$ cat config.mk
export PLATFORM = sky130hd
export DESIGN_NAME = spi_bus_monitor
export DESIGN_NICKNAME = d
export VERILOG_FILES = /design/src/rtl/core/sbm_pkg.sv /design/src/rtl/core/spi_bus_monitor.sv
export SDC_FILE = /design/constraint.sdc
export NUM_CORES = 1
export LEC_CHECK = 0
export ABC_CLOCK_PERIOD_IN_PS = 4800
export BUFFER_PORTS_ARGS = -buffer_cell sky130_fd_sc_hd__buf_2
export CAP_MARGIN = 20
export CELL_PAD_IN_SITES_DETAIL_PLACEMENT = 0
export CELL_PAD_IN_SITES_GLOBAL_PLACEMENT = 1
export CORE_ASPECT_RATIO = 1.5
export CORE_MARGIN = 2
export CORE_UTILIZATION = 38
export DETAILED_ROUTE_END_ITERATION = 10
export PLACE_DENSITY_LB_ADDON = 0.1
export SLEW_MARGIN = 20
export SYNTH_ARGS = -nofsm -noshare
export SYNTH_HDL_FRONTEND = slang
export SYNTH_SLANG_ARGS = --single-unit
$ cat constraint.sdc
create_clock -name clk -period 4.8 [get_ports clk]
set_input_delay 0.48 -clock clk [delete_from_list [all_inputs] [get_ports clk]]
set_output_delay 0.48 -clock clk [all_outputs]
set_load 0.05 [all_outputs]
$ cat src/rtl/core/sbm_pkg.sv
// Shared types and constants for the SPI bus monitor.
`timescale 1ns / 1ps

package sbm_pkg;

  // Bits per assembled word on each data line.
  localparam int WORD_BITS = 8;
  // The bit counter must be able to hold WORD_BITS itself.
  localparam int CNT_W = $clog2(WORD_BITS + 1);
  // Working width for taking the low byte of a word of any size.
  localparam int EXT_W = (WORD_BITS > 8) ? WORD_BITS : 8;

  localparam int APB_ADDR_W = 2;
  localparam int APB_DATA_W = 32;
  localparam logic [APB_ADDR_W-1:0] ADDR_SAMPLE_MODE = APB_ADDR_W'(0);

  typedef enum logic [1:0] {
    EV_START = 2'd0,
    EV_WORD  = 2'd1,
    EV_END   = 2'd2
  } event_kind_t;

  typedef struct packed {
    event_kind_t kind;
    logic [7:0]  mosi_byte;
    logic [7:0]  miso_byte;
  } result_t;

endpackage

$ cat src/rtl/core/spi_bus_monitor.sv
// Top level of the passive SPI bus monitor.
`timescale 1ns / 1ps
//
// The monitor watches an SPI bus one sample at a time. Each transaction on
// the s_* stream carries one sample of the clock, MOSI, MISO and active-low
// select lines. The m_* stream carries events: frame start, a completed
// pair of data-out/data-in words, or frame end; a sample causes at most one.
// The first sample after reset only loads the previous-line registers.
// Inside a frame, the SPI clock edge chosen by sample_mode (rising for
// modes 0 and 3, falling for modes 1 and 2) shifts both data lines in MSB
// first; a partial word is dropped when select rises.
// A sample is processed in the cycle it is accepted; its event is registered
// in the output register, or in the one-entry skid register behind it while
// the receiver stalls. One sample is taken every cycle while the skid entry
// is empty; s_tready falls only when that skid entry is occupied.
// Synchronous reset clears the bus state, the mode register and both output
// entries. sample_mode is written through the APB port; the user must write
// it only while the bus is idle, as the block does not enforce this.
module spi_bus_monitor (
  input  logic                            clk,
  input  logic                            rst,
  input  logic                            s_tvalid,
  output logic                            s_tready,
  // [0] clock_line, [1] mosi_line, [2] miso_line, [3] select_line, [7:4] zero
  input  logic [7:0]                      s_tdata,
  output logic                            m_tvalid,
  input  logic                            m_tready,
  // [7:0] mosi_byte, [15:8] miso_byte
  output logic [15:0]                     m_tdata,
  // [1:0] event_kind
  output logic [1:0]                      m_tuser,
  input  logic                            psel,
  input  logic                            penable,
  input  logic                            pwrite,
  input  logic [sbm_pkg::APB_ADDR_W-1:0]  paddr,
  input  logic [sbm_pkg::APB_DATA_W-1:0]  pwdata,
  output logic [sbm_pkg::APB_DATA_W-1:0]  prdata,
  output logic                            pready
);
  import sbm_pkg::*;

  logic [1:0]           sample_mode;
  logic                 primed;
  logic                 prev_clock;
  logic                 prev_select;
  logic                 in_frame;
  logic [WORD_BITS-1:0] mosi_shift;
  logic [WORD_BITS-1:0] miso_shift;
  logic [CNT_W-1:0]     bit_count;

  logic                 in_frame_next;
  logic [WORD_BITS-1:0] mosi_shift_next;
  logic [WORD_BITS-1:0] miso_shift_next;
  logic [CNT_W-1:0]     bit_count_next;
  logic                 res_valid;
  result_t              res;

  logic                 out_valid;
  result_t              out_res;
  logic                 skid_valid;
  result_t              skid_res;

  logic clock_line, mosi_line, miso_line, select_line;
  logic accept, take;
  logic sel_fall, sel_rise, rising_mode, clk_edge, word_done;
  logic [WORD_BITS-1:0] mosi_base, miso_base, mosi_sh, miso_sh;
  logic [CNT_W-1:0]     count_base, count_inc;
  logic [EXT_W-1:0]     mosi_ext, miso_ext;

  assign clock_line  = s_tdata[0];
  assign mosi_line   = s_tdata[1];
  assign miso_line   = s_tdata[2];
  assign select_line = s_tdata[3];

  assign s_tready = !skid_valid;
  assign accept   = s_tvalid && s_tready;
  assign take     = out_valid && m_tready;

  assign pready = 1'b1;
  always_comb begin
    prdata = '0;
    if (paddr == ADDR_SAMPLE_MODE) begin
      prdata = APB_DATA_W'(sample_mode);
    end
  end

  always_comb begin
    sel_fall = prev_select && !select_line;
    sel_rise = !prev_select && select_line && in_frame;
    // Modes 0 and 3 have equal bits and sample on the rising edge.
    rising_mode = (sample_mode[0] == sample_mode[1]);
    clk_edge = rising_mode ? (!prev_clock && clock_line) : (prev_clock && !clock_line);

    in_frame_next = sel_fall ? 1'b1 : (sel_rise ? 1'b0 : in_frame);
    mosi_base  = sel_fall ? '0 : mosi_shift;
    miso_base  = sel_fall ? '0 : miso_shift;
    count_base = sel_fall ? '0 : bit_count;

    mosi_sh   = {mosi_base[WORD_BITS-2:0], mosi_line};
    miso_sh   = {miso_base[WORD_BITS-2:0], miso_line};
    count_inc = count_base + CNT_W'(1);
    word_done = in_frame_next && clk_edge && (count_inc == CNT_W'(WORD_BITS));
    mosi_ext  = EXT_W'(mosi_sh);
    miso_ext  = EXT_W'(miso_sh);

    mosi_shift_next = mosi_base;
    miso_shift_next = miso_base;
    bit_count_next  = count_base;
    if (in_frame_next && clk_edge) begin
      if (word_done) begin
        mosi_shift_next = '0;
        miso_shift_next = '0;
        bit_count_next  = '0;
      end else begin
        mosi_shift_next = mosi_sh;
        miso_shift_next = miso_sh;
        bit_count_next  = count_inc;
      end
    end

    res_valid = primed && (sel_fall || sel_rise || word_done);
    res.mosi_byte = '0;
    res.miso_byte = '0;
    priority if (word_done) begin
      res.kind      = EV_WORD;
      res.mosi_byte = mosi_ext[7:0];
      res.miso_byte = miso_ext[7:0];
    end else if (sel_fall) begin
      res.kind = EV_START;
    end else begin
      res.kind = EV_END;
    end
  end

  always_ff @(posedge clk) begin
    if (rst) begin
      sample_mode <= '0;
      primed      <= 1'b0;
      prev_clock  <= 1'b0;
      prev_select <= 1'b1;
      in_frame    <= 1'b0;
      mosi_shift  <= '0;
      miso_shift  <= '0;
      bit_count   <= '0;
    end else begin
      if (psel && penable && pwrite && pready && paddr == ADDR_SAMPLE_MODE) begin
        sample_mode <= pwdata[1:0];
      end
      if (accept) begin
        primed      <= 1'b1;
        prev_clock  <= clock_line;
        prev_select <= select_line;
        if (primed) begin
          in_frame   <= in_frame_next;
          mosi_shift <= mosi_shift_next;
          miso_shift <= miso_shift_next;
          bit_count  <= bit_count_next;
        end
      end
    end
  end

  // Output register with a skid entry behind it.
  always_ff @(posedge clk) begin
    if (rst) begin
      out_valid  <= 1'b0;
      skid_valid <= 1'b0;
    end else if (out_valid && !take) begin
      if (accept && res_valid) begin
        skid_valid <= 1'b1;
        skid_res   <= res;
      end
    end else if (skid_valid) begin
      out_valid  <= 1'b1;
      out_res    <= skid_res;
      skid_valid <= 1'b0;
    end else begin
      out_valid <= accept && res_valid;
      out_res   <= res;
    end
  end

  assign m_tvalid = out_valid;
  assign m_tdata  = {out_res.miso_byte, out_res.mosi_byte};
  assign m_tuser  = out_res.kind;

  a_skid_behind_out: assert property (@(posedge clk) disable iff (rst)
    skid_valid |-> out_valid)
    else $error("skid entry occupied while output register is empty");

  a_word_on_last_bit: assert property (@(posedge clk) disable iff (rst)
    (accept && res_valid && res.kind == EV_WORD) |-> bit_count == CNT_W'(WORD_BITS - 1))
    else $error("word reported at wrong bit position");

  a_unprimed_no_frame: assert property (@(posedge clk) disable iff (rst)
    !primed |-> (!in_frame && !res_valid))
    else $error("frame activity before the first sample");

  a_count_in_range: assert property (@(posedge clk) disable iff (rst)
    bit_count < CNT_W'(WORD_BITS))
    else $error("bit count reached word size without clearing");

  a_no_data_on_frame_event: assert property (@(posedge clk) disable iff (rst)
    (out_valid && out_res.kind != EV_WORD) |-> m_tdata == 16'd0)
    else $error("data bytes nonzero on frame start or end");

endmodule

**Word-level counts from Yosys, hierarchy flattened**

Index checks and enable logic that the tools add are counted.

- Word-level logic and storage cells: 67
- Register bits after elaboration: 62

- Mux-type cells: 18
- Reduce and logical (&&, ||, !) cells: 28
- Bitwise logic cells: 2
- Equality and inequality tests: 2
- Add/subtract/negate cells: 1

Operators with widths:

| cell | count |
|---|---|
| $mux 7 | 6 |
| $mux 18 | 1 |
| $mux 16 | 1 |
| $logic_and 1x1->1 | 15 |
| $mux 4 | 3 |
| $logic_not 1->1 | 6 |
| $mux 2 | 3 |
| $add 4x1->4 const B | 1 |
| $eq 4x4->1 const B | 1 |
| $mux 1 | 4 |
| $reduce_and 2->1 | 2 |
| $reduce_and 3->1 | 1 |
| $logic_not 2->1 | 1 |
| $logic_or 1x1->1 | 2 |
| $not 1->1 | 2 |
| $reduce_or 2->1 | 1 |
| $eq 1x1->1 | 1 |

**Logic depth before layout (Yosys ltp)**

- Word-level depth: 11
- Mapped depth: 12
- Gate-level depth less buffers: 8

**Worst setup path after synthesis**

OpenSTA, ideal clock, no wires.

- Path kind: input -> register
- From: input s_tdata[3]
- To: register skid_res[0] in the netlist's numbering (enable)
- Buffers on the path: 5
- Stages: 12
- Library setup time: 0.404 ns
- Required time: 4.396 ns
- Path slack: 0.969 ns
- Arrival time: 3.426 ns
- Cell sequence: nand2b_1 -> buf_2 -> buf_2 -> clkbuf_1 -> and2_1 -> ha_1 -> xnor2_1 -> and4_1 -> buf_4 -> nand2_4 -> buf_6 -> a31oi_1

- Cells in the longest elaborated chain, start to end: 10
- Elaborated cells on any way between the ends: 16
- Classes of those cells: add/sub: 1; eq/ne: 1; mux: 3; reduce/logical: 11

Ends and longest elaborated chain:

| element | RTL line | RTL |
|---|---|---|
| start, declared | spi_bus_monitor.sv:25 | `input logic [7:0] s_tdata,` |
| $logic_not 1->1 / $logic_and 1x1->1 (equally long branches) | spi_bus_monitor.sv:88, spi_bus_monitor.sv:89 |  |
| $logic_and 1x1->1, on equally long branches | spi_bus_monitor.sv:88, spi_bus_monitor.sv:89 |  |
| $mux 4 / $mux 1 (equally long branches) | spi_bus_monitor.sv:97, spi_bus_monitor.sv:94 |  |
| $add 4x1->4 / $mux 1 (equally long branches) | spi_bus_monitor.sv:101, spi_bus_monitor.sv:94 |  |
| $eq 4x4->1 / $logic_and 1x1->1 (equally long branches) | spi_bus_monitor.sv:102 | `word_done = in_frame_next && clk_edge && (count_inc == CNT_W'(WORD_BITS));` |
| $logic_and 1x1->1 | spi_bus_monitor.sv:102 |  |
| $logic_or 1x1->1 * | spi_bus_monitor.sv:121 | `res_valid = primed && (sel_fall \|\| sel_rise \|\| word_done);` |
| $logic_and 1x1->1 * | spi_bus_monitor.sv:121 |  |
| $logic_and 1x1->1 * | spi_bus_monitor.sv:169 | `if (accept && res_valid) begin` |
| $reduce_and 3->1 (no line) * | - |  |
| end signal, assigned | spi_bus_monitor.sv:171 | `skid_res <= res;` |
| end, declared | spi_bus_monitor.sv:61 | `result_t skid_res;` |

Every way passes the cells marked *; elsewhere a longest branch is shown, timed or not.
A chain may end at the register's enable or synchronous reset.

**Final worst setup path**

- From: register prev_select
- To: register skid_res[4] in the netlist's numbering (enable)

- Cells in the longest elaborated chain, start to end: 11
- Elaborated cells on any way between the ends: 16
- Classes of those cells: add/sub: 1; eq/ne: 1; mux: 3; reduce/logical: 11

Ends and longest elaborated chain:

| element | RTL line | RTL |
|---|---|---|
| start, declared | spi_bus_monitor.sv:45 | `logic prev_select;` |
| start signal, assigned | spi_bus_monitor.sv:152 | `prev_select <= select_line;` |
| parallel branches: the longest is 7 deep, another holds $add 4x1->4 | - |  |
| $logic_or 1x1->1 * | spi_bus_monitor.sv:121 |  |
| $logic_and 1x1->1 * | spi_bus_monitor.sv:121 |  |
| $logic_and 1x1->1 * | spi_bus_monitor.sv:169 |  |
| $reduce_and 3->1 (no line) * | - |  |

Mark *: on every way between the ends.

==> out/results.tsv <==
metric	value	unit
timing.critical_path.arrival	3.11	ns
ir_drop	0.180	mV
min_path_cells	3	
p_sw	0.000354	W
finalNetCount	381	
rr_startpoint	prev_select$_SDFFE_PP1P_	
placed_cell_area	3200	µm²
netlist_top_cells_area	edfxtp_1, dfxtp_1, buf_4	
antenna_found_initial	0	
dp_hpwl	4090	µm
start_util	38.8	%
finish.instance_area	3460	µm²
numCtsBuffers	9	
skew	0.00324	ns
p_leak	1.29	nW
regToRegSetupSlack	1.71	ns
postCtsSetupBuffers	0	
worst_pin_slew	0.575	ns
layout-area-overhead-vs-synth	12.3	%
crit_chain	nand2b_1, buf_4, and2_1, ha_1, xnor2_1, and4_1, nand2_4, a31oi_2, buf_4	
period_minus_slack	3.09	ns
hold_class	in2reg	
grtUsageMet2	23.2	%
ctsHtreeMaxLevel	3	
crit_fanout	35	
rsz0062_at_grt	false	
pin_count	102	
fin_cells	440	
clk_latency	0.33	ns
grt_overflow	0	
netlist_area	3080	µm²
rows	40	
ys_ff_latch	62	
yosysSeqAreaShare	51.9	%
die_w	77.6	µm
dp_cells	424	
dr_total_vias	2123	
gp_congestion	0.721	
p_comb_share	11.9	%
track_usage	15.0	%
n_fill_cell	780	
clk_pin_slew	0.05	ns
max_stage_delay	0.57	ns
p_seq_share	44.9	%
async_reset_ff_share	0	%
ctsResizeCount	0	
clkPwrFrac	43.2	%
setup_viol	0	
port_buffers	36	
swShare	27.2	%
drive_above_1_share	20.9	%
hold_viol	0	
slowest_stage	and4_1	
netlist_instances	301	
setup_tns	0	ns
busiest_layer	met2	
synth_top_area_cell	edfxtp_1	
synth_ff_type	edfxtp_1	
wl_per_cell	13.7	µm
synthMostInstantiatedCell	edfxtp_1	
cellPowerDensity	376	nW/µm²
die_y	114	µm
finalMaxSlewViolations	0	
drt.antenna.violating_nets	0	
slew_headroom	61.7	%
crit_top_cell	buf_4	
drc	0	
first_pass_iters	4	
totalWireLength	6040	µm
grt_max_degree	36	
crit_path_end_kind	flip-flop	
yosysWarnings	0	
synth_edf_count	36	
reg2reg_depth	9	
yosysUniqueCellTypes	46	
hold_end	sample_mode[1]$_SDFFE_PP0P_	
worstSetupPathType	reg2reg	
ctsHoldBuffers	0	
yosys-top-cells-count	edfxtp_1, nand2_1, nor2_1, buf_4, dfxtp_1	
worst_ep_required_time	4.81	ns
p_int	0.000949	W
cts_sinks	62	
routed_via_density	4.83	
syn_avg_cell_area	10.2	µm²
fin_crit_sh	64.5	%
drt_iter0_markers	108	
use_met3	4.10	%
grtUsageMet1	18.8	%
cts_root_buf	clkbuf_16	
die_area	8870	µm²
clk_path_buf_depth	2	
min-delay-start	pwdata[1]	
cts_tree	built	
grt_pass1_wl	10100	µm
fmax	323	MHz
start_kind	flip-flop	
netlist.area_leader.share	35.1	%
cap_violations	0	
grt_pass1_vias	2004	
fin_util	43.5	%
outcome	finished, final reports clean	
diodes	0	
timing.rr.end	skid_res[4]$_DFFE_PP_	
coreArea	7960	µm²
final cells by class:
type	instances	area (µm²)	share of cell area [%]
Clock buffer	11	233	6.72
Multi-Input combinational cell	213	1250	36.0
Tap cell	105	131	3.79
Inverter	5	18.8	0.542
Timing Repair Buffer	39	203	5.85
Clock inverter	5	27.5	0.795
Sequential cell	62	1600	46.3
worst max-delay path by stage:
stage                              from                      to  slack, ns
2_1_floorplan                s_tdata[3]   skid_res[0]$_DFFE_PP_       0.97
3_3_place_gp                 s_tdata[3]   skid_res[4]$_DFFE_PP_       1.36
3_5_place_dp                 s_tdata[3]   skid_res[4]$_DFFE_PP_       1.33
4_1_cts        prev_select$_SDFFE_PP1P_   skid_res[0]$_DFFE_PP_       1.65
5_1_grt        prev_select$_SDFFE_PP1P_  skid_res[14]$_DFFE_PP_       1.42
6_report       prev_select$_SDFFE_PP1P_   skid_res[4]$_DFFE_PP_       1.71
sequential cells by signal, indices dropped and copies added, names as in the netlist:
name and cells:
bit_count 4, in_frame 1, m_tdata 16, m_tuser 2
m_tvalid 1, miso_shift 7, mosi_shift 7, prev_clock 1
prev_select 1, primed 1, sample_mode 2, skid_res 18
skid_valid 1
kinds of logic (layout without fill, tap and decap cells):
family / count (synthesis) / count (layout) / share of synthesized area (%)
fa+ha+maj: 2 / 2 / 0.811
flops: 62 / 62 / 51.9
buf+inv: 55 / 60 / 11.4
other cells: 2 / 31 / 0.243
simple gates: 119 / 119 / 18.3
compound gates: 48 / 48 / 13.0
xor+xnor: 4 / 4 / 1.14
mux: 9 / 9 / 3.20
worst max-delay path: cells and delay by family (launching register included):
kind | cells | cell delay (ns)
simple gates | 4 | 1.17
buf+inv | 2 | 0.53
flops | 1 | 0.39
fa+ha+maj | 1 | 0.25
compound gates | 1 | 0.24
xor+xnor | 1 | 0.19
stage by stage:
| stage | power [W] | worst slack [ns] | hold WS (ns) |
|---|---|---|---|
| finish | 0.00130 | 1.71 | 0.393 |
| CTS | 0.00132 | 1.65 | 0.384 |
| global placement | 0.000750 | 1.36 | 0.440 |
| detailed placement | 0.000751 | 1.33 | 0.447 |
| floorplan | 0.000745 | 0.969 | 0.434 |
| global route | 0.00137 | 1.42 | 0.412 |
layout by cell type (no fill, tap or decap), types with 2 or more instances in the layout:
| cell type | n |
|---|---|
| nand2_1 | 34 |
| edfxtp_1 | 36 |
| a21oi_1 | 4 |
| mux2_2 | 4 |
| nor2b_1 | 5 |
| or2b_1 | 2 |
| conb_1 | 31 |
| o31ai_1 | 14 |
| buf_4 | 3 |
| clkinv_2 | 4 |
| clkbuf_16 | 9 |
| mux2i_1 | 4 |
| ha_1 | 2 |
| inv_1 | 4 |
| a311oi_2 | 5 |
| buf_2 | 36 |
| a311oi_1 | 6 |
| and2_1 | 5 |
| nand3_1 | 15 |
| and3_1 | 5 |
| dfxtp_1 | 25 |
| clkbuf_1 | 2 |
| a32o_1 | 2 |
| nand4_1 | 3 |
| xnor2_1 | 4 |
| or3_1 | 10 |
| o21ai_0 | 4 |
| nor2_1 | 34 |
| a31oi_1 | 2 |
power groups by stage:
| stage | clock network, W | logic (W) | registers (W) |
|---|---|---|---|
| after detailed placement | 0 | 0.000155 | 0.000596 |
| after global placement | 0 | 0.000154 | 0.000595 |
| after CTS | 0.000582 | 0.000155 | 0.000585 |
| after global routing | 0.000615 | 0.000166 | 0.000587 |
| after floorplan | 0 | 0.000127 | 0.000617 |
| final | 0.000563 | 0.000154 | 0.000585 |
layer usage:
metal | wire [µm] | vias up
li1 | - | 1079
met1 | 2700 | 973
met2 | 2880 | 58
met3 | 263 | 13
met4 | 192 | 0
met5 | 0 | -
(Power assumes the default switching activity.)
